**config.mk**
```make
export PLATFORM = sky130hd
export DESIGN_NAME = sacl_ram
export DESIGN_NICKNAME = d
export VERILOG_FILES = /design/src/rtl/core/sacl_ram.sv
export SDC_FILE = /design/constraint.sdc
export NUM_CORES = 1
export LEC_CHECK = 0
export ABC_CLOCK_PERIOD_IN_PS = 4300
export BUFFER_PORTS_ARGS = -buffer_cell sky130_fd_sc_hd__buf_2
export CORE_MARGIN = 5
export CORE_UTILIZATION = 65
export CTS_CLUSTER_DIAMETER = 120
export DETAILED_ROUTE_END_ITERATION = 7
export GPL_TIMING_DRIVEN = 1
export MAX_ROUTING_LAYER = met4
export PLACE_DENSITY = 0.84
export SLEW_MARGIN = 0
export SYNTH_ARGS = -nofsm -noshare
export SYNTH_HDL_FRONTEND = slang
export SYNTH_SLANG_ARGS = --single-unit
```
**constraint.sdc**
```tcl
create_clock -name clk -period 4.3 [get_ports clk]
set_clock_uncertainty 0.1 [all_clocks]
set_input_delay 0.43 -clock clk [delete_from_list [all_inputs] [get_ports clk]]
set_output_delay 0.43 -clock clk [all_outputs]
set_load 0.02 [all_outputs]
```
**src/rtl/core/sacl_ram.sv**
```systemverilog
module sacl_ram #(
  parameter int WIDTH = 8,
  parameter int DEPTH = 16,
  localparam int AW   = (DEPTH > 1) ? $clog2(DEPTH) : 1
) (
  input  logic             clk,
  input  logic             wr_en,
  input  logic [AW-1:0]    wr_addr,
  input  logic [WIDTH-1:0] wr_data,
  input  logic             rd_en,
  input  logic [AW-1:0]    rd_addr,
  output logic [WIDTH-1:0] rd_data
);

  logic [WIDTH-1:0] mem_r [DEPTH];
  logic [WIDTH-1:0] rd_data_r;

  always_ff @(posedge clk) begin
    if (wr_en) begin
      mem_r[wr_addr] <= wr_data;
    end
    if (rd_en) begin
      rd_data_r <= mem_r[rd_addr];
    end
  end

  assign rd_data = rd_data_r;

endmodule

```
======== After elaboration in Yosys (flattened, before gate mapping) ========
Memories as Yosys holds them, arrays and structs flattened. A register that Yosys moved wholly into a read port is not among the register bits.
Cells that the tools add are included.
word-level totals
  register bits ........................... 0
  RAM bits ................................ 128
  bits of input ports ..................... 19
  output and inout bits ................... 8
  word-level logic and storage cells ...... 3
  memories kept ........................... 1
memory list
  name   words  width  rd ports  clocked after Yosys merged registers in  write ports  RTL line  RTL
  mem_r  16     8      1         1                                        1            15        logic [WIDTH-1:0] mem_r [DEPTH];
cells by class
  multiplexer cells ....................... 2
operator list
  kind              number
  2-to-1 mux 1 bit  2

======== Longest topological paths before layout ========
Gate-level depths: netlist of the first run.
  depth in word-level cells ............... 2
  mapped depth ............................ 5
  gate-level depth less buffers ........... 3

======== Worst setup path before layout of the first run ========
No wires, ideal clock.
  path kind ............................... input -> register
  start point ............................. in wr_addr[2]
  end point ............................... mem mem_r[0][0] (enable)
  setup time .............................. 0.383 ns
  arrival time ............................ 1.540 ns
  data required time ...................... 3.817 ns
  setup slack ............................. 2.277 ns
  stages .................................. 2
  buffers on the path ..................... 0
  path through ............................ or3b_2 nor3_1
RTL lines
  what                RTL line  RTL
  start: declaration  8         input logic [AW-1:0] wr_addr,
  end: declaration    15
Straight into the memory's write port.

==> summary.md, run 1 <==
| Metric | Value |
|---|---|
| Register area share after synthesis | 78.1% |
| CTS H-tree depth | 4 |
| Final Hold Slack | 0.190 ns |
| Reg2reg path depth | 3 |
| CTS buffer count | 17 |
| Post-CTS sizing | 0 |
| Clk root buf | clkbuf_8 |
| Max Fclk | 0.473 GHz |
| Startpoint Class | primary input |
| PwrDens | around 500 nW/µm² |
| CP arrival | 2.27 ns |
| Final Util | a little under 80% |
| Mapped Cells | around 230 |
| Initial Utilization | between 60% and 70% |
| GRT Overall Usage | 23.7% |
| Max clock buf depth | 2 |
| GPL Wtd Cong | between 0.7 and 0.8 |
| Maximum number of pins on one net before global-route repair | 33 |
| Vias per inst | 6.74 |
| Mux share of post-synthesis cell area | 14.8% |
| Placed Cells | 348 |
| Die footprint | 9940 µm² |
| Cts hold-fix bufs | 0 |
| Min Tclk post-route | between 2 and 2.5 ns |
| Synth area leader | edfxtp_1 |
| Layout cells sized above 1 | between 20 and 30% |
| Grt total ovfl | 0 |
| First-pass GRT wire length | 15.8 mm |
| Routed WL per cell | about 28 µm |
| Sequential cell area | ~4100 µm² |
| Syn_nets | approximately 250 |
| Netlist Area Pre-Place | 5230 µm² |
| Via Count | between 2,000 and 3,000 |
| Slew margin rel. | 17.7% |
| EDFF count, synth | 136 |
| DRT Pass-1 Iters | 5 |
| Hold path depth | 1 |
| CP Capture Type | flop |
| Mapped Avg Cell Area | between 20 and 25 µm² |
| DRC viols | 0 |
| Slew Limit Fails | 0 |
| Tcrit/Tclk final | 49.2% |
| Simple-Gate Fraction of Synth Area | 3.14% |
| Starting DRT DRC Count | 280 |
| Area share of the largest cell type after synthesis | 78.1% |
| Main combinational cell family by area after synthesis | multiplexers |
| Detail Placement HPWL | 6.07 mm |
| Top post-synthesis cells by area | edfxtp_1 78%, mux4_2 7.8%, mux4_1 7.0% |
| Nets@finish | 284 |
| Layout area overhead | 14.1% |
| Crit Path Max Fanout | 32 |
| Core Region | 7770 µm² |
| Area of the multi-input gates | 1070 µm² |
| Top FF cell, synth | edfxtp_1 |
| Maximum vdd drop | 0.000356 V |
| Syn. warnings | 0 |
| Skew-Pair Late Insertion Delay | 0.51 ns |
| Distinct cell type count after synthesis | 18 |
| Port bufs | 26 |
| Register bit count reported by yosys | ~140 |
| Worst-path clk slew | ~0.060 ns |
| Vias in the first global route | 2,581 |
| Initial antenna violation count | 0 |
| Crit Path Class | primary input to flop |
| Post-route ant nets | 0 |
| FFs w/ async S/R, synth | 0% |
| Die X | 99.7 µm |
| Worst Tran Pin Value | 1.23 ns |
| Critical Path RT | around 4.5 ns |
| Top cells by count, synth | 136 x edfxtp_1, 18 x mux4_2, 16 x a22oi_1 |
| Postcts setup bufs | 0 |
| Status | finished, final reports clean |
| Final Hold Fails | 0 |
| Final wirelength | around 11 mm |
| Die Y-Extent | 99.7 µm |
| Max cap viols | 0 |
| Leak | ~0.0020 µW |
| Clock sink count | 136 |
| Finished Layout Cells | 380 |
| Setup-failing EPs final | 0 |
| # fillers | 414 |
| Adder-Cell Fraction of Synth Area | 0% |
| Worst Hold Class | primary input to flop |
| Antenna fix cells | 0 |
| RSZ-0062 raised after global routing | no |
| Num ports | 27 |
| Row count | 32 |
| Synth Area in Compound Gates | 2.30% |
| CTS tree | built |
| Cell with the most instances after synthesis | edfxtp_1 |
| Synth Area in XOR/XNOR | 0% |
| Final setup TNS | 0 ns |
## state kept, by name (all words and copies together) (netlist names)
| register | cells |
|---|---|
| mem_r | 128 |
| rd_data | 8 |
## metal layers
layer | track usage (%) | vias up | wire length (µm) | share of wire, %
met3 | 5.75 | 19 | 1000 | 9.5
met5 | - | - | 0 | 0
met4 | 7.77 | 0 | 107 | 1.0
met2 | 36.0 | 174 | 5180 | 49
li1 | - | 1059 | - | -
met1 | 32.2 | 1310 | 4260 | 40
## cell usage in the layout, fill, tap and decap left out, drive strengths merged
master    netlist  layout
or3b            1       1
nand2           9       9
nor2b           1       1
nor3            4       4
and2b           1       1
inv             0       1
nand3           1       1
clkbuf          0      17
a22oi          16      16
nand3b          2       2
mux4           32      32
clkinvlp        0       4
bufinv          0       2
and2            1       1
buf             7      27
clkinv          0       8
edfxtp        136     136
nand2b          2       2
nor2           13      13
## final cells by class
type,count,share of cell area [%]
clock buffers,17,6.94
multi-input cells,83,17.9
flip-flops and latches,136,68.5
clock inverters,15,2.27
well taps,102,2.14
repair buffers,27,2.31
## critical path, cell delays in order
cell and delay, ns:
buf_2 0.78, mux4_1 0.69, a22oi_1 0.26, nand2_1 0.09
## kinds of logic (layout without fill, tap and decap cells)
group	count (synthesis)	count (layout)
flip-flops	136	136
buffers and inverters	10	59
multiplexers	32	32
AND/OR/NAND/NOR	35	35
AO/OA/AOI/OAI	16	16
## metrics by stage
step	instance area [µm²]	total power (µW)	setup WS (ns)
after floorplan	5230	1610	2.28
after global placement	5420	1660	1.66
after detailed placement	5420	1660	1.66
after CTS	5970	2990	2.18
after global routing	5970	3060	2.07
final	5970	2970	2.19
## final timing paths
| path | startpoint | to | slack [ns] |
|---|---|---|---|
| setup / recovery | rd_addr[0] | rd_data[5] | 2.19 |
| setup reg to reg | mem_r[1][0] | rd_data[0] | 2.66 |
| hold / removal | wr_data[3] | mem_r[1][3] | 0.19 |
| hold reg to reg | mem_r[11][2] | rd_data[2] | 0.67 |
## power breakdown
group / total [µW] / switching, µW / internal (µW)
combinational: 137 / 85.4 / 51.8
sequential: 1500 / 8.88 / 1490
clock: 1330 / 516 / 812
total: 2970 / 610 / 2360
Power figures use the tool's default switching activity.
==> run 2, diff against run 1 <==
--- a/config.mk
+++ b/config.mk
@@ -5,15 +5,16 @@
 export SDC_FILE = /design/constraint.sdc
 export NUM_CORES = 1
 export LEC_CHECK = 0
-export ABC_CLOCK_PERIOD_IN_PS = 4300
+export ABC_AREA = 1
+export ABC_CLOCK_PERIOD_IN_PS = 2150
 export BUFFER_PORTS_ARGS = -buffer_cell sky130_fd_sc_hd__buf_2
 export CORE_MARGIN = 5
-export CORE_UTILIZATION = 65
+export CORE_UTILIZATION = 61
 export CTS_CLUSTER_DIAMETER = 120
 export DETAILED_ROUTE_END_ITERATION = 7
 export GPL_TIMING_DRIVEN = 1
 export MAX_ROUTING_LAYER = met4
-export PLACE_DENSITY = 0.84
+export PLACE_DENSITY = 0.79
 export SLEW_MARGIN = 0
 export SYNTH_ARGS = -nofsm -noshare
 export SYNTH_HDL_FRONTEND = slang
==> constraint.sdc (replaced) <==
create_clock -name clk -period 2.15 [get_ports clk]
set_clock_uncertainty 0.1 [all_clocks]
set_input_delay 0.215 -clock clk [delete_from_list [all_inputs] [get_ports clk]]
set_output_delay 0.215 -clock clk [all_outputs]
set_load 0.02 [all_outputs]
==> run 2 against run 1 <==
  * Die area up 17%
  * Wire length up 23%
  * Worst setup slack lost 1.5 ns
  * Via count rose by 53%
  * Sequential cell count unchanged
  * Sequential share of layout area decreased by 7.2 points
  * Critical path depth down 3
  * Final cell count increased by 91%
  * Combinational power grew to 2.7 times the previous value
  * Synthesized cell count up 140%
  * Global-route usage increased by 1.2 points
  * Power grew 110%
  * Largest power group unchanged
==> summary.md, run 2 <==
| Metric | Value |
|---|---|
| Crit Path Max Fanout | 1 |
| CTS buffer count | 17 |
| Critical path cell sequence | buf_2 |
| Starting DRT DRC Count | 470 |
| Final Util | 71.8% |
| Initial Utilization | roughly 63% |
| WP buf/inv | 1 |
| Core Region | 9280 µm² |
| Commonest non-fill, non-tap cell in the layout | nand2_1 |
| CP arrival | about 1.1 ns |
| Most frequent cells in the layout | 173 x nand2_1, 136 x edfxtp_1, 100 x inv_1 |
| Register bit count reported by yosys | 136 |
| Distinct cell type count after synthesis | 11 |
| Slowest-stage cell, CP | edfxtp_1 |
| Via Count | 3,928 |
| Grt total ovfl | 0 |
| Slew margin rel. | between 40% and 50% |
| Sequential cell area | 4080 µm² |
| Skew-Pair Late Insertion Delay | 0.51 ns |
| Worst Tran Pin Value | a little over 0.8 ns |
| CTS tree | built |
| Maximum vdd drop | 0.000762 V |
| Vias in the first global route | roughly 3,800 |
| Setup Slack @ Placement | a little over 0.4 ns |
| GRT Overall Usage | 24.9% |
| Finished Layout Cells | 725 |
| Final instance area | roughly 6700 µm² |
| Die footprint | 11,600 µm² |
| EDFF count, synth | 136 |
| GPL Wtd Cong | approximately 0.88 |
| Final setup TNS | 0 ns |
| Register area share after synthesis | 69.8% |
| Vias per inst | about 5.4 |
| Cell with the most instances after synthesis | nand2_1 |
| Post-CTS sizing | 0 |
| Netlist Area Pre-Place | 5850 µm² |
| CP Capture Type | primary output |
| Clk root buf | clkbuf_8 |
| First-pass GRT wire length | 20.5 mm |
| Worst-path clk slew | around 0.06 ns |
| Top post-synthesis cells by area | edfxtp_1 70%, nand2_1 11%, nand3_1 8.3% |
| Final Hold Fails | 0 |
| Layout cells sized above 1 | 11.2% |
| Max Fclk | 0.697 GHz |
| Min Tclk post-route | 1.43 ns |
| Crit Path Class | flop to primary output |
| Die Y-Extent | 108 µm |
| Mapped Cells | 551 |
| Largest stage delay, worst path | roughly 0.42 ns |
| Top cells by count, synth | 173 x nand2_1, 136 x edfxtp_1, 100 x inv_1 |
| Setup-failing EPs final | 0 |
| Postcts setup bufs | 0 |
| Critical Path RT | between 1.5 and 2 ns |
| Final wirelength | 12.9 mm |
| Tcrit/Tclk final | about two thirds |
| DRT Pass-1 Iters | 8 |
| Cts hold-fix bufs | 2 |
| Worst Hold Class | primary input to flop |
| PwrDens | between 900 and 1000 nW/µm² |
| Detail Placement HPWL | 7.84 mm |
| Top cell family by delay on the critical path | flip-flops |
| Syn. warnings | 0 |
| Routed WL per cell | 17.8 µm |
| Antenna fix cells | 0 |
| DP Area | 6050 µm² |
| Mapped Avg Cell Area | 10.6 µm² |
| Startpoint Class | flop |
| Num ports | 27 |
| Area of the multi-input gates | 1210 µm² |
| Row count | 35 |
| Die X | 108 µm |
| Initial antenna violation count | 0 |
| Leak | 0.00286 µW |
| Max cap viols | 0 |
| Post-route ant nets | 0 |
| FFs w/ async S/R, synth | 0% |
| Maximum number of pins on one net before global-route repair | 65 |
| RSZ-0062 raised after global routing | no |
| Clock sink count | about 140 |
| Largest Register | mem_r |
| Area share of the largest cell type after synthesis | between 60% and 70% |
| Placed Cells | 691 |
| Setup WS post-layout | around 0.7 ns |
| Max reg flops | 128 |
| CTS H-tree depth | 4 |
| Port bufs | 26 |
| Syn_nets | 570 |
| # fillers | about 630 |
| Synth area leader | edfxtp_1 |
| Status | finished, final reports clean |
| Top FF cell, synth | edfxtp_1 |
| Layout area overhead | 14.0% |
| Max clock buf depth | 2 |
| Slew Limit Fails | 0 |
| Nets@finish | 602 |
| DRC viols | 0 |
==> run 2: cell types whose count changed after synthesis, sizes merged, moves of 3 or more <==
cell           previous run  this run
a22oi                    16         0
buf                       7        24
clkdlybuf4s25             3         0
inv                       0       102
mux4                     32         0
nand2                     9       173
nand3                     1        97
nor2                     13        17
nor3                      4         0
==> run 2: worst paths after layout <==
check,start,end,slack (ns),cells past startpoint
max reg2reg,mem_r[8][2],rd_data[2],0.87,6
max,rd_data[6],rd_data[6],0.72,1
min,wr_data[3],mem_r[2][3],0.02,1
min reg2reg,mem_r[14][7],rd_data[7],0.66,6
==> run 2: metal layers <==
metal,vias to the layer above,track usage [%],routed length [µm]
met4,0,7.75,268
li1,1842,-,-
met1,1824,32.6,5090
met2,239,39.1,6280
met5,-,-,0
met3,23,5.70,1300
==> run 2: stage by stage <==
step                      hold WS [ns]  total power, µW
after floorplan                  0.214             3280
after global placement           0.482             3410
after detailed placement         0.490             3420
after CTS                      0.00672             6250
after global routing            0.0102             6470
final                           0.0237             6250
==> run 2: final cells by class <==
cell class	instances	share of cell area, %
clock inverters	14	2.59
well taps	129	2.42
flip-flops and latches	136	61.3
repair buffers	37	3.46
inverters	102	5.75
multi-input cells	289	18.2
clock buffers	18	6.27
==> run 2: power breakdown <==
| part | switching [µW] | internal (µW) | total (µW) | leakage, µW |
|---|---|---|---|---|
| combinational | 268 | 99.8 | 368 | 0.00135 |
| sequential | 20.2 | 2990 | 3010 | 0.00124 |
| clock | 1100 | 1770 | 2870 | 0.000276 |
| total | 1390 | 4860 | 6250 | 0.00286 |
==> run 2: cell families (layout without fill, tap and decap cells) <==
logic type    Yosys count  in the layout  share of synthesized area, %
simple gates          289            289                          20.8
flops                 136            136                          69.8
buf+inv               126            171                          9.39
==> run 3, diff against run 2 <==
--- a/config.mk
+++ b/config.mk
@@ -6,7 +6,7 @@
 export NUM_CORES = 1
 export LEC_CHECK = 0
 export ABC_AREA = 1
-export ABC_CLOCK_PERIOD_IN_PS = 2150
+export ABC_CLOCK_PERIOD_IN_PS = 1500
 export BUFFER_PORTS_ARGS = -buffer_cell sky130_fd_sc_hd__buf_2
 export CORE_MARGIN = 5
 export CORE_UTILIZATION = 61
==> constraint.sdc (replaced) <==
create_clock -name clk -period 1.5 [get_ports clk]
set_clock_uncertainty 0.1 [all_clocks]
set_input_delay 0.15 -clock clk [delete_from_list [all_inputs] [get_ports clk]]
set_output_delay 0.15 -clock clk [all_outputs]
set_load 0.02 [all_outputs]
==> run 3 against run 2 <==
  * Utilization grew 1.4 points
  * First-iteration DRC count shrank 19%
  * Cell area up 2.0%
  * Sequential share of layout area shrank 1.2 points
  * Worst hold slack better by 0.057 ns
  * Power increased by 35%
  * Count of clock-buffer cells in the layout increased by 1
  * Final cell count is 2.6% higher
  * Global-route usage is 0.52 points lower
  * Clock power increased by 24%
  * Sequential cell count unchanged
  * Critical endpoint is now rd_data[0]
==> summary.md, run 3 (synthesis results as in run 2) <==
| Metric | Value |
|---|---|
| DRT Pass-1 Iters | 5 |
| Clock sink count | 136 |
| RSZ-0062 raised after global routing | no |
| Num ports | 27 |
| Initial Utilization | 63.0% |
| Crit Path Max Fanout | 1 |
| Vias in the first global route | around 3,900 |
| Core Region | 9280 µm² |
| Worst r2r dst | rd_data[0] |
| Critical Path RT | ~1.7 ns |
| Vias per inst | ~5.4 |
| Most frequent cells in the layout | 173 x nand2_1, 136 x edfxtp_1, 100 x inv_1 |
| Final instance area | 6790 µm² |
| Hold path startpoint | rd_addr[2] |
| Nets@finish | 623 |
| Antenna fix cells | 0 |
| Final setup TNS | 0 ns |
| Crit Path Class | flop to flop |
| Skew-Pair Late Insertion Delay | 0.51 ns |
| Status | finished, final reports clean |
| Die footprint | approximately 12,000 µm² |
| CP Capture Type | flop |
| Maximum number of pins on one net before global-route repair | 65 |
| Leak | between 0.002 and 0.003 µW |
| Starting DRT DRC Count | 383 |
| Worst Tran Pin Value | 0.612 ns |
| Maximum vdd drop | 0.000925 V |
| DRC viols | 0 |
| Hold endpoint | rd_data[2] |
| Tcrit/Tclk final | between 80% and 90% |
| Reg-to-reg slack, setup | 0.17 ns |
| Layout cells sized above 1 | 12.2% |
| Final wirelength | 12.8 mm |
| Max reg flops | ~130 |
| Die X | 108 µm |
| Launch point of the worst reg-to-reg path | mem_r[6][0] |
| GPL Wtd Cong | slightly above 0.9 |
| Die Y-Extent | about 110 µm |
| Layout area overhead | 16.2% |
| Setup WS post-layout | 0.168 ns |
| Clk root buf | clkbuf_8 |
| Max clock buf depth | 2 |
| Row count | 35 |
| Slew Limit Fails | 0 |
| Hold path depth | 4 |
| Port bufs | 26 |
| CTS tree | built |
| Tot Pwr | about 8400 µW |
| Initial antenna violation count | 0 |
| Via Count | 3,981 |
| Max Fclk | 0.751 GHz |
| Final Hold Fails | 0 |
| Post-route ant nets | 0 |
| Setup Slack @ Placement | -0.0152 ns |
| Routed WL per cell | 17.1 µm |
| CTS buffer count | 17 |
| Startpoint Class | flop |
| Grt total ovfl | 0 |
| Detail Placement HPWL | ~7.7 mm |
| Min Tclk post-route | 1.33 ns |
| Setup-failing EPs final | 0 |
| First-pass GRT wire length | 20.5 mm |
| Max cap viols | 0 |
| Worst Hold Class | primary input to flop |
| Slew margin rel. | between 50 and 60% |
| CP arrival | 1.48 ns |
| CTS H-tree depth | 4 |
| GRT Overall Usage | 24.3% |
| Commonest non-fill, non-tap cell in the layout | nand2_1 |
| Largest Register | mem_r |
| Worst-path clk slew | 0.06 ns |
| Final Util | 73.2% |
| Reg2reg path depth | 6 |
| PwrDens | ~1200 nW/µm² |
| DP Area | ~6200 µm² |
## run 3: changes by cell type in the layout (fill, tap and decap cells not counted), sizes merged
cell	change
clkbuf	+1
bufinv	-2
clkinvlp	-2
buf	+13
inv	-3
dlygate4sd3	+8
clkinv	+4
## run 3: worst max path at each step
stage	cells after the start	startpoint	slack, ns	to
final	6	mem_r[6][0]	0.17	rd_data[0]
after global routing	6	mem_r[6][0]	0.13	rd_data[0]
after CTS	1	rd_data[5]	0.16	rd_data[5]
after floorplan	2	wr_addr[2]	0.30	mem_r[10][0]
after global placement	7	rd_addr[0]	0.03	rd_data[0]
after detailed placement	7	rd_addr[0]	-0.02	rd_data[6]
## run 3: cell type report
cell class              count  area, µm²
inverters                 102        383
well taps                 129        161
repair buffers             58        445
multi-input cells         289       1210
clock inverters            11       85.1
flip-flops and latches    136       4080
clock buffers              19        422
fillers                   633       2490
## run 3: power breakdown
part / total (µW) / switching [µW] / internal, µW
clock network: 3560 / 1420 / 2140
registers: 4300 / 21.3 / 4280
logic: 572 / 394 / 177
## run 3: metal layers
layer,up-vias,global-route usage [%],wire length (µm)
li1,1887,-,-
met1,1865,32.0,5170
met2,209,39.5,6350
met5,-,-,0
met4,0,6.31,184
met3,20,4.62,1050
## run 3: stage by stage
stage	hold WS [ns]	std cells
floorplan	0.149	551
global placement	0.418	704
detailed placement	0.422	704
CTS	0.0576	744
global route	0.0891	744
finish	0.0808	744
## run 3: repair_timing
| action | CTS | global route |
|---|---|---|
| gates resized for setup | 0 | 0 |
| setup buffers | 0 | 0 |
| hold endpoints to repair | 140 | 0 |
| hold buffers | 10 | 0 |
## run 3: critical path, stage by stage, from the launching register on
cell,delay (ns)
edfxtp_1,0.37
inv_1,0.07
nand2_1,0.06
nand3_1,0.09
nand3_1,0.14
nand3_1,0.14
nand2_1,0.10
