File: src/rtl/core/sacl_pkg.sv
package sacl_pkg;

  localparam int ADDR_W         = 64;
  localparam int TAG_W          = 64;
  localparam int SET_RAW_W      = 6;
  localparam int WAY_OUT_W      = 2;
  localparam int SET_OUT_W      = 6;

  localparam int DEF_WAYS       = 4;
  localparam int DEF_SETS       = 64;
  localparam int DEF_STAMP_BITS = 32;

  localparam int PADDR_W        = 4;
  localparam int PDATA_W        = 32;

  localparam logic [1:0] REG_ADDRESS_BITS = 2'd0;
  localparam logic [1:0] REG_SET_BITS     = 2'd1;
  localparam logic [1:0] REG_BLOCK_BITS   = 2'd2;
  localparam logic [1:0] REG_REPLACE_MODE = 2'd3;

  localparam logic MODE_LRU  = 1'b0;
  localparam logic MODE_FIFO = 1'b1;

  localparam logic [6:0] MAX_ADDRESS_BITS = 7'd64;
  localparam logic [2:0] MAX_SET_BITS     = 3'd6;

  typedef struct packed {
    logic [6:0] address_bits;
    logic [2:0] set_bits;
    logic [5:0] block_bits;
    logic       replace_mode;
  } cfg_t;

endpackage

File: src/rtl/core/sacl_cfg.sv
module sacl_cfg (
  input  logic                           clk,
  input  logic                           rst_n,
  input  logic                           psel,
  input  logic                           penable,
  input  logic                           pwrite,
  input  logic [sacl_pkg::PADDR_W-1:0]   paddr,
  input  logic [sacl_pkg::PDATA_W-1:0]   pwdata,
  output logic [sacl_pkg::PDATA_W-1:0]   prdata,
  output logic                           pready,
  output sacl_pkg::cfg_t                 cfg
);

  sacl_pkg::cfg_t cfg_r;
  sacl_pkg::cfg_t cfg_nxt;
  logic [1:0]     reg_idx;
  logic           wr_en;

  assign reg_idx = paddr[sacl_pkg::PADDR_W-1:2];
  assign wr_en   = psel & penable & pwrite;
  assign pready  = 1'b1;

  always_comb begin
    cfg_nxt = cfg_r;
    if (wr_en) begin
      unique case (reg_idx)
        sacl_pkg::REG_ADDRESS_BITS: cfg_nxt.address_bits = pwdata[6:0];
        sacl_pkg::REG_SET_BITS:     cfg_nxt.set_bits     = pwdata[2:0];
        sacl_pkg::REG_BLOCK_BITS:   cfg_nxt.block_bits   = pwdata[5:0];
        sacl_pkg::REG_REPLACE_MODE: cfg_nxt.replace_mode = pwdata[0];
        default:                    cfg_nxt = cfg_r;
      endcase
    end
  end

  always_ff @(posedge clk) begin
    if (!rst_n) begin
      cfg_r.address_bits <= sacl_pkg::MAX_ADDRESS_BITS;
      cfg_r.set_bits     <= '0;
      cfg_r.block_bits   <= '0;
      cfg_r.replace_mode <= sacl_pkg::MODE_LRU;
    end else begin
      cfg_r <= cfg_nxt;
    end
  end

  always_comb begin
    unique case (reg_idx)
      sacl_pkg::REG_ADDRESS_BITS: prdata = sacl_pkg::PDATA_W'(cfg_r.address_bits);
      sacl_pkg::REG_SET_BITS:     prdata = sacl_pkg::PDATA_W'(cfg_r.set_bits);
      sacl_pkg::REG_BLOCK_BITS:   prdata = sacl_pkg::PDATA_W'(cfg_r.block_bits);
      sacl_pkg::REG_REPLACE_MODE: prdata = sacl_pkg::PDATA_W'(cfg_r.replace_mode);
      default:                    prdata = '0;
    endcase
  end

  assign cfg = cfg_r;

endmodule

File: config.mk
export PLATFORM = sky130hd
export DESIGN_NAME = sacl_cfg
export DESIGN_NICKNAME = d
export VERILOG_FILES = /design/src/rtl/core/sacl_pkg.sv /design/src/rtl/core/sacl_cfg.sv
export SDC_FILE = /design/constraint.sdc
export NUM_CORES = 1
export LEC_CHECK = 0
export ABC_AREA = 1
export BUFFER_PORTS_ARGS = -buffer_cell sky130_fd_sc_hd__buf_2
export CORE_UTILIZATION = 39
export CTS_BUF_LIST = sky130_fd_sc_hd__clkbuf_8
export CTS_CLUSTER_DIAMETER = 40
export DETAILED_ROUTE_END_ITERATION = 10
export GPL_ROUTABILITY_DRIVEN = 1
export PLACE_DENSITY = 0.91
export SYNTH_ARGS = -nofsm -noshare
export SYNTH_HDL_FRONTEND = slang
export SYNTH_SLANG_ARGS = --single-unit
File: constraint.sdc
create_clock -name clk -period 0.8 [get_ports clk]
set_input_delay 0 -clock clk [delete_from_list [all_inputs] [get_ports clk]]
set_output_delay 0 -clock clk [all_outputs]
set_load 0.02 [all_outputs]
* After elaboration in Yosys (flattened, before gate mapping) *
Index checks and enable logic that the tools add are counted.

word-level totals
  flip-flop bits (word level) = 17
  input bits = 41
  output and inout bits = 50
  word-level logic and storage cells = 15

operators by class
  eq/ne operators = 3
  multiplexer cells = 1
  bitwise gates (word level) = 2
  reduce and logical (&&, ||, !) cells = 5

operators with widths
  operator                                              number
  case mux 32 bit (4 select lines)                      1
  AND reduction 2 bit                                   4
  equality test 2 bit (second input constant)           2
  bitwise AND 1 bit                                     2
  equality test 2 x 1 -> 1 bit (second input constant)  1
  logical NOT 2 bit                                     1

* Logic depth before layout (Yosys ltp) *
Gate-level depths: netlist of the first run.

  depth after elaboration = 3
  mapped depth = 6
  gate-level depth less buffers = 5

* Least setup slack after synthesis of the first run *
No wires, ideal clock.

  kind = register to output
  start point = register cfg_r, in the netlist cfg[16]
  end point = output prdata[6] in the netlist's numbering
  arrival time = 792 ps
  required time = 800 ps
  slack = 8 ps
  stages on the path, launching flop included = 3
  path buffers = 0
  path through = dfxtp_1 inv_1 nor2_1

between the ends
  word-level cells in the longest chain between the ends = 1

RTL lines
  element                           RTL line        RTL
  start: declaration                sacl_cfg.sv:14  sacl_pkg::cfg_t cfg_r;
  start signal: assignment          sacl_cfg.sv:43  cfg_r <= cfg_nxt;
  case mux 32 bit (4 select lines)  sacl_cfg.sv:48  unique case (reg_idx)
  end: declaration                  sacl_cfg.sv:9   output logic [sacl_pkg::PDATA_W-1:0] prdata,

Every way passes these cells. The select of a mux whose other input is x is not followed.

* Worst setup path after layout of the first run *
  start point = register cfg_r, in the netlist cfg[14]
  end point = output prdata[4] in the netlist's numbering

Same word-level chain as after synthesis.

==> impl_results.md, run 1 <==
* First-pass GRT wire length at 3650 um
* Hold path startpoint: pwdata[4]
* Status: finished with violations
* Max VDD drop at between 1 and 1.5 mV
* Clock group share of total power at 0.328
* Worst-path clk slew at 0.07 ns
* RSZ-0062 raised after global routing: true
* Largest net degree at the start of global routing at 18
* Final Setup Violations at 15
* Hold WC Path Type: in -> reg
* Crit Reg-Reg Startpoint: cfg[13]
* Commonest cells post-synth: nor2_1 (34), nand2_1 (31), buf_4 (26), nand3_1 (19), dfxtp_1 (17)
* Core area at ~2600 um2
* Top-count cell post-synth: nor2_1
* R2R Setup Slk at 0.09 ns
* Cell Area, Synth at between 1000 and 1500 um2
* Final min period at ~0.92 ns
* Sw power at ~600 uW
* CTS tree: done
* Async SR Flop Fraction at 0
* Critical Path RT at around 0.8 ns
* Dpl hpwl at about 1600 um
* CP cell instances: a22o_1 -> buf_6
* Switch share at 0.308
* Util after Layout at 0.578
* Final net count at 248
* Pwr Total at just under 2 mW
* Synth cell types at 17
* DR WL/cell at 9.91 um
* Rows at 18
* Clock latency on the worst-skew pair at 0.25 ns
* Clock Sink Count at 17
* Logic pwr share at 0.222
* CTS root buffer: clkbuf_8
* Critical Path AT at 0.92 ns
* Die height at 54.8 um
* Yosys reg bits at 17
* Gpl congestion at 0.807
* GR peak layer: met2
* Predominant post-synthesis flop cell: dfxtp_1
* Fin. Hold Viols at 0
* Cells after Synth at 158
* Area contributors post-synth: dfxtp_1 (31%), buf_4 (18%), nor2_1 (12%), nand2_1 (11%), nand3_1 (8.7%)
* Boundary Pins at 91
* Initial antenna violation count at 0
* DIE AREA at ~3000 um2
* F_max at 1090 MHz
* Seq/Total Area, Yosys at 0.313
* Remaining antenna violation count at 0
* Initial DRC count at 15
* Max-slew violation count at 0
* Worst path max stage delay at between 0.3 and 0.4 ns
* Sequential share of power at 0.450
* Pre-antenna DRT Iters at 4
* Crit path capture type: output pin
* Routing usage on met1 at 0.178
* Vias post-DR at about 1000
* Syn avg cell area at 6.89 um2
* Crit path max-delay cell type: dfxtp_2
* Crit start category: flip-flop
* Share of the synthesized area in the top cell type at 0.313
* Failing checks: negative setup slack
* Period utilisation layout at 1.15
* Post-synth EDFFs at 0
* IO Port Bufs at 37
* Crit path kind: reg -> out
* Top delay family on crit path: flip-flops
* TritonCTS Buffers at 3
* Die Width at 54.8 um
* Met3 Track Usage GR at 0.0611
* Via density per instance at 4.41
* Worst-path fanout max at 2
* DRT Wirelength at between 2000 and 2500 um
* Total internal power at 1.36 mW
* GRT overflow at 0
* Setup Skew at 0 ns
* Worst Setup SP: cfg[14]
* Synth-to-Final Area Change at 36.3%
* CP bufs+invs at 1
* Met2 Use GR at 0.337
* Max Cap Violations at 0
* Total GRT Usage at 0.176
* Starting Density at 0.424
* Share of cells above drive strength 1 at 0.417
* Number of diodes at 0
* Power Dens Cells at around 1300 nW/um2
* Ys Warns at 0
* Leak at 0.771 nW
* Vias in the first global route at 871
* Worst Slack Setup Final at -0.119 ns
* Post-route DRC at 0
* Max FFs per register at 17
* Max clock buf depth at 2
* CTS H-Tree Depth at 1
* Post-synth top area cell: dfxtp_1
routing by layer:
metal	up-vias	wire length (um)
li1	533	-
met1	459	915
met2	46	1220
met3	2	196
met4	0	8
met5	-	0
power by group through the flow:
stage          Clock, mW  Combinational [mW]  Sequential [mW]
5_1_grt            0.690               0.482            0.884
2_1_floorplan          0               0.366            0.919
4_1_cts            0.655               0.427            0.881
3_3_place_gp           0               0.380            0.896
3_5_place_dp           0               0.386            0.897
6_report           0.642               0.436            0.882
tightest hold or removal path, stage by stage:
cell	delay [ns]
buf_2	0.07
inv_1	0.05
nand3_2	0.06
nand2_1	0.04
nor2_1	0.07
kinds of logic (layout without fill, tap and decap cells):
logic type	Yosys count	count (layout)	synth area share
AOI/OAI and AO/OA	5	5	0.0333
buffers and inverters	42	66	0.263
and+or+nand+nor	92	92	0.384
DFF	17	17	0.313
other	2	26	0.00690
timing repair:
item / CTS / global route
setup buffers: 7 / 1
hold endpoints to repair: 1 / 0
setup endpoints to repair: 7 / 16
pin swaps: 6 / 3
resized for setup: 51 / 10
hold buffers: 1 / 0
per-stage QoR:
step                hold WS (ns)  cells  setup slack, ns   TNS (ns)  cell area (um2)
detailed placement         0.225    223          -0.0406     -0.151             1210
finish                    0.0684    236           -0.119     -0.718             1480
global placement           0.219    223        -0.000427  -0.000427             1210
floorplan                  0.126    182          0.00800          0             1180
CTS                       0.0717    235           -0.117     -0.761             1450
global route              0.0782    236           -0.151      -1.19             1480
placed cells by master, fill, tap and decap left out:
cell            n
nand4_1         1
nand3_2         3
inv_2           2
nor2_4          5
clkinv_2        1
buf_6          21
dfxtp_2        16
inv_1           9
conb_1         26
nand2_2         6
buf_4           7
nand3_1        17
buf_12          1
dfxtp_1         1
dlygate4sd3_1   1
a22o_1          3
nor2_1         34
buf_2          21
clkbuf_8        3
nand2_1        26
o21ai_0         1
a21oi_1         1
final cells by class:
| class | instances | area [um2] |
|---|---|---|
| clock inverters | 1 | 5.00 |
| inverters | 11 | 41.3 |
| flip-flops and latches | 17 | 360 |
| fillers | 261 | 1080 |
| multi-input cells | 123 | 574 |
| clock buffers | 3 | 41.3 |
| repair buffers | 51 | 424 |
| well taps | 30 | 37.5 |
path summary, 6_finish.rpt:
kind	endpoint	depth (start not counted)
min	cfg[5]	5
min reg2reg	cfg[2]	2
max	prdata[4]	2
max reg2reg	cfg[13]	3
(Power assumes the default switching activity.)
==> run 2: changes to the inputs <==
--- a/config.mk
+++ b/config.mk
@@ -13,6 +13,8 @@
 export DETAILED_ROUTE_END_ITERATION = 10
 export GPL_ROUTABILITY_DRIVEN = 1
 export PLACE_DENSITY = 0.91
+export SKIP_CTS_REPAIR_TIMING = 1
+export SLEW_MARGIN = 20
 export SYNTH_ARGS = -nofsm -noshare
 export SYNTH_HDL_FRONTEND = slang
 export SYNTH_SLANG_ARGS = --single-unit
==> impl_results.md, run 2 (synthesized netlist as in run 1, its figures left out) <==
* Status: finished with violations
* Failing checks: negative setup slack
* Max-slew violation count at 0 (unchanged)
* Period utilisation layout at 1.14 (-0.00459)
* Pre-CTS WS at -0.0406 ns (unchanged)
* Critical Path RT at 0.80 ns (about the same)
* Crit path kind: reg -> out
* Worst path max stage delay at 0.32 ns (about the same)
* Min Hold Slack at 0.0813 ns (+0.0129 ns)
* Power Dens Cells at 1440 nW/um2 (+9.2%)
* DR WL/cell at 9.75 um (-1.6%)
* Die height at 54.8 um (unchanged)
* CTS tree: done
* Die Width at 54.8 um (unchanged)
* Clock latency on the worst-skew pair at 0.25 ns (about the same)
* Remaining antenna violation count at 0 (unchanged)
* Vias post-DR at 998 (-4.0%)
* Gpl congestion at 0.807 (unchanged)
* Dpl hpwl at 1610 um (unchanged)
* Fin. Hold Viols at 0 (unchanged)
* CTS root buffer: clkbuf_8
* Number of diodes at 0 (unchanged)
* CTS H-Tree Depth at 1 (unchanged)
* Final net count at 240 (-3.2%)
* Max FFs per register at 17 (unchanged)
* Clock Sink Count at 17 (unchanged)
* Max VDD drop at 1.13 mV (+0.97%)
* Crit path max-delay cell type: dfxtp_2
* Critical Path AT at 0.92 ns (about the same)
* Worst Slack Setup Final at -0.116 ns (+0.00367 ns)
* Vias in the first global route at 807 (-7.3%)
* Crit start category: flip-flop
* GRT overflow at 0 (unchanged)
* Core area at 2570 um2 (unchanged)
* DIE AREA at 3010 um2 (unchanged)
* Leak at 0.714 nW (-7.5%)
* Most common cell after layout, fill and taps aside: nor2_1
* Crit path capture type: output pin
* Util after Layout at 0.520 (-0.0575)
* Worst-path clk slew at 0.07 ns (about the same)
* Final min period at 0.916 ns (-0.00367 ns)
* Top delay family on crit path: flip-flops
* IO Port Bufs at 37 (unchanged)
* Final Setup Violations at 7 (-8)
* Share of cells above drive strength 1 at 0.369 (-0.0488)
* Worst-path fanout max at 3 (+1)
* R2R Setup Slk at 0.21 ns (+0.12 ns)
* First-pass GRT wire length at 3410 um (-6.6%)
* Post-route DRC at 0 (unchanged)
* Max clock buf depth at 2 (unchanged)
* Pre-antenna DRT Iters at 4 (unchanged)
* Boundary Pins at 91 (unchanged)
* Rows at 18 (unchanged)
* TritonCTS Buffers at 3 (unchanged)
* CP bufs+invs at 1 (unchanged)
* Setup Skew at 0 ns (unchanged)
* DRT Wirelength at 2220 um (-4.9%)
* Starting Density at 0.424 (unchanged)
* Max Cap Violations at 0 (unchanged)
* Largest net degree at the start of global routing at 18 (unchanged)
* RSZ-0062 raised after global routing: true
* Hold WC Path Type: in -> reg
* Initial DRC count at 9 (-6)
* Synth-to-Final Area Change at 22.8%
* Initial antenna violation count at 0 (unchanged)
* F_max at 1090 MHz (+0.40%)
* CP cell instances: a22o_1 -> buf_6
* Most frequent cells in the layout: nor2_1 (34), nand2_1 (30), buf_2 (29)
* Total GRT Usage at 0.163 (-0.0126)
* Via density per instance at 4.38 (-0.67%)
-- run 2: changes by cell type in the layout (fill, tap and decap cells not counted) --
cell / change
nand2_2: -4
nand2_1: +4
dfxtp_1: +1
buf_6: -15
dfxtp_2: -1
buf_2: +8
buf_4: -1
-- run 2: power breakdown --
part / leakage (nW) / total, mW / internal, mW / switching, mW
clock network: 0.0255 / 0.644 / 0.346 / 0.298
registers: 0.144 / 0.881 / 0.868 / 0.0130
logic: 0.544 / 0.403 / 0.116 / 0.286
total: 0.714 / 1.93 / 1.33 / 0.598
-- run 2: final timing paths --
kind                  start   endpoint  cells after the start
setup / recovery    cfg[14]  prdata[4]                      2
hold / removal    pwdata[3]     cfg[4]                      5
setup reg to reg    cfg[16]    cfg[16]                      2
hold reg to reg      cfg[8]     cfg[8]                      2
-- run 2: tightest hold or removal path: stages --
cell and delay (ns):
buf_2 0.08, inv_1 0.04, nand3_1 0.07, nand2_1 0.04, nor2_1 0.07
-- run 2: per-layer routing --
layer / GRT usage / vias up / routed length, um
met3: 0.0611 / 2 / 166
met5: 0 / - / 0
met2: 0.299 / 39 / 1130
met4: 0.0385 / 0 / 8
met1: 0.173 / 442 / 916
li1: - / 515 / -
-- run 2: metrics by stage --
step                instance area [um2]  std cells  setup TNS (ns)  power (mW)
floorplan                          1180        182               0        1.29
global placement                   1210        223       -0.000427        1.28
detailed placement                 1210        223          -0.151        1.28
CTS                                1250        227          -0.928        1.92
global route                       1340        228          -0.939        2.03
finish                             1340        228          -0.622        1.93
-- run 2: area by class of cell --
| cell class | instances | area, um2 |
|---|---|---|
| Fill cell | 279 | 1230 |
| Timing Repair Buffer | 43 | 288 |
| Sequential cell | 17 | 359 |
| Tap cell | 30 | 37.5 |
| Inverter | 11 | 41.3 |
| Multi-Input combinational cell | 123 | 564 |
| Clock buffer | 3 | 41.3 |
| Clock inverter | 1 | 5.00 |
==> run 3: changes to the inputs <==
--- a/config.mk
+++ b/config.mk
@@ -12,6 +12,7 @@
 export CTS_CLUSTER_DIAMETER = 40
 export DETAILED_ROUTE_END_ITERATION = 10
 export GPL_ROUTABILITY_DRIVEN = 1
+export MAX_ROUTING_LAYER = met4
 export PLACE_DENSITY = 0.91
 export SKIP_CTS_REPAIR_TIMING = 1
 export SLEW_MARGIN = 20
==> impl_results.md, run 3 (synthesized netlist as in run 1, its figures left out) <==
* Status: finished with violations
* Failing checks: negative setup slack
* Crit start category: flip-flop
* Gpl congestion at 0.819 (+1.5%)
* Clock group share of total power at 0.336 (+0.002)
* Total internal power at 1.33 mW (about the same)
* DP Cell Count at 223 (unchanged)
* DR WL/cell at 9.69 um (-0.67%)
* CTS tree: done
* TritonCTS Buffers at 3 (unchanged)
* GRT overflow at 0 (unchanged)
* Worst r2r dst: cfg[16]
* Initial antenna violation count at 0 (unchanged)
* Crit path max-delay cell type: dfxtp_2
* Dpl hpwl at 1610 um (unchanged)
* Vias post-DR at 1002 (+0.40%)
* Rows at 18 (unchanged)
* Post-route DRC at 0 (unchanged)
* Vias in the first global route at 806 (-0.12%)
* Leak at 0.714 nW (unchanged)
* Die Width at 54.8 um (unchanged)
* Worst Slack Setup Final at -0.116 ns (-0.000483 ns)
* Max-slew violation count at 0 (unchanged)
* Final net count at 240 (unchanged)
* F_max at 1090 MHz (about the same)
* Max Cap Violations at 0 (unchanged)
* Worst Reg-to-Reg Cells at 2 (unchanged)
* Routing usage on met1 at 0.174 (+0.00166)
* Via density per instance at 4.39 (+0.40%)
* Fin cells at 228 (unchanged)
* Post-placement cell area at 1210 um2 (unchanged)
* Logic pwr share at 0.208 (about the same)
* Util after Layout at 0.520 (unchanged)
* Most common cell after layout, fill and taps aside: nor2_1
* Hold WC Path Type: in -> reg
* Fin. Hold Viols at 0 (unchanged)
* Met3 Track Usage GR at 0.0583 (-0.00278)
* Boundary Pins at 91 (unchanged)
* Share of cells above drive strength 1 at 0.369 (unchanged)
* Max VDD drop at 1.14 mV (+1.0%)
* CTS root buffer: clkbuf_8
* Worst-path fanout max at 3 (unchanged)
* CP cell instances: a22o_1 -> buf_6
* RSZ-0062 raised after global routing: true
* Max clock buf depth at 2 (unchanged)
* Worst-path clk slew at 0.07 ns (about the same)
* IO Port Bufs at 37 (unchanged)
* Critical Path RT at 0.80 ns (about the same)
* Crit path capture type: output pin
* Final instance area at 1340 um2 (unchanged)
* Starting Density at 0.424 (unchanged)
* Total GRT Usage at 0.168 (+0.00462)
* Switch share at 0.311 (+0.00130)
* Pre-CTS WS at -0.0406 ns (unchanged)
* Min Hold Slack at 0.0817 ns (+0.000324 ns)
* Core area at 2570 um2 (unchanged)
* Hold path startpoint: pwdata[5]
* Clock Sink Count at 17 (unchanged)
* Clock latency on the worst-skew pair at 0.25 ns (about the same)
* Critical Path AT at 0.92 ns (about the same)
* Crit path kind: reg -> out
* Period utilisation layout at 1.15 (about the same)
* Most frequent cells in the layout: nor2_1 (34), nand2_1 (30), buf_2 (29)
* Power Dens Cells at 1450 nW/um2 (+0.19%)
* DRT Wirelength at 2210 um (-0.67%)
* Final min period at 0.916 ns (+0.000483 ns)
* Pre-antenna DRT Iters at 4 (unchanged)
* Hold Crit Depth at 5 (unchanged)
* Sequential share of power at 0.456 (about the same)
* GR peak layer: met2
* Max FFs per register at 17 (unchanged)
* Crit Reg-Reg Startpoint: cfg[16]
* DIE AREA at 3010 um2 (unchanged)
* Synth-to-Final Area Change at 22.8% (unchanged)
* Post-Route Setup TNS at -0.619 ns (+0.00300 ns)
* Setup Skew at 0 ns (unchanged)
* Sw power at 601 uW (+0.61%)
* # fillers at 279 (unchanged)
* Final Setup Violations at 7 (unchanged)
* Remaining antenna violation count at 0 (unchanged)
* Pwr Total at 1.93 mW (+0.19%)
* R2R Setup Slk at 0.21 ns (about the same)
* Die height at 54.8 um (unchanged)
* Largest net degree at the start of global routing at 18 (unchanged)
* Worst path max stage delay at 0.32 ns (about the same)
* First-pass GRT wire length at 3410 um (unchanged)
* CTS H-Tree Depth at 1 (unchanged)
* Number of diodes at 0 (unchanged)
* Met2 Use GR at 0.299 (unchanged)
* Initial DRC count at 9 (unchanged)
* Min-Delay Endpoint: cfg[6]
run 3: cell counts in the layout (fill, tap and decap cells not counted):
Identical to the previous run, type by type.
run 3: final cells by class:
class                      count  area [um2]  area share
timing repair buffer          43         288       0.215
tap                           30        37.5      0.0281
inverter                      11        41.3      0.0309
multi-input combinational    123         564       0.422
clock buffer                   3        41.3      0.0309
clock inverter                 1        5.00     0.00375
sequential                    17         359       0.269
run 3: per-layer routing:
layer | up-vias | wire (um)
li1 | 515 | -
met5 | - | 0
met2 | 40 | 1100
met4 | 0 | 13
met1 | 443 | 944
met3 | 4 | 151
run 3: how the worst max path moves through the flow:
stage	start	to	slack (ns)	cells past startpoint
floorplan	cfg[16]	prdata[6]	0.008	2
global placement	paddr[2]	cfg[10]	-0.0004	6
detailed placement	paddr[2]	cfg[15]	-0.04	6
CTS	cfg[14]	prdata[4]	-0.16	2
global route	cfg[13]	prdata[3]	-0.16	2
finish	cfg[14]	prdata[4]	-0.12	2
run 3: critical path: cells and delay by family (launching register included):
kind,cells,cell delay [ns]
AO/OA/AOI/OAI,1,0.21
buffers and inverters,1,0.13
flip-flops,1,0.32
run 3: power groups by stage:
| stage | combinational (mW) | sequential, mW | clock [mW] |
|---|---|---|---|
| final | 0.402 | 0.881 | 0.648 |
| after global routing | 0.448 | 0.884 | 0.697 |
| after CTS | 0.387 | 0.878 | 0.655 |
| after detailed placement | 0.386 | 0.897 | 0 |
| after global placement | 0.380 | 0.896 | 0 |
| after floorplan | 0.366 | 0.919 | 0 |
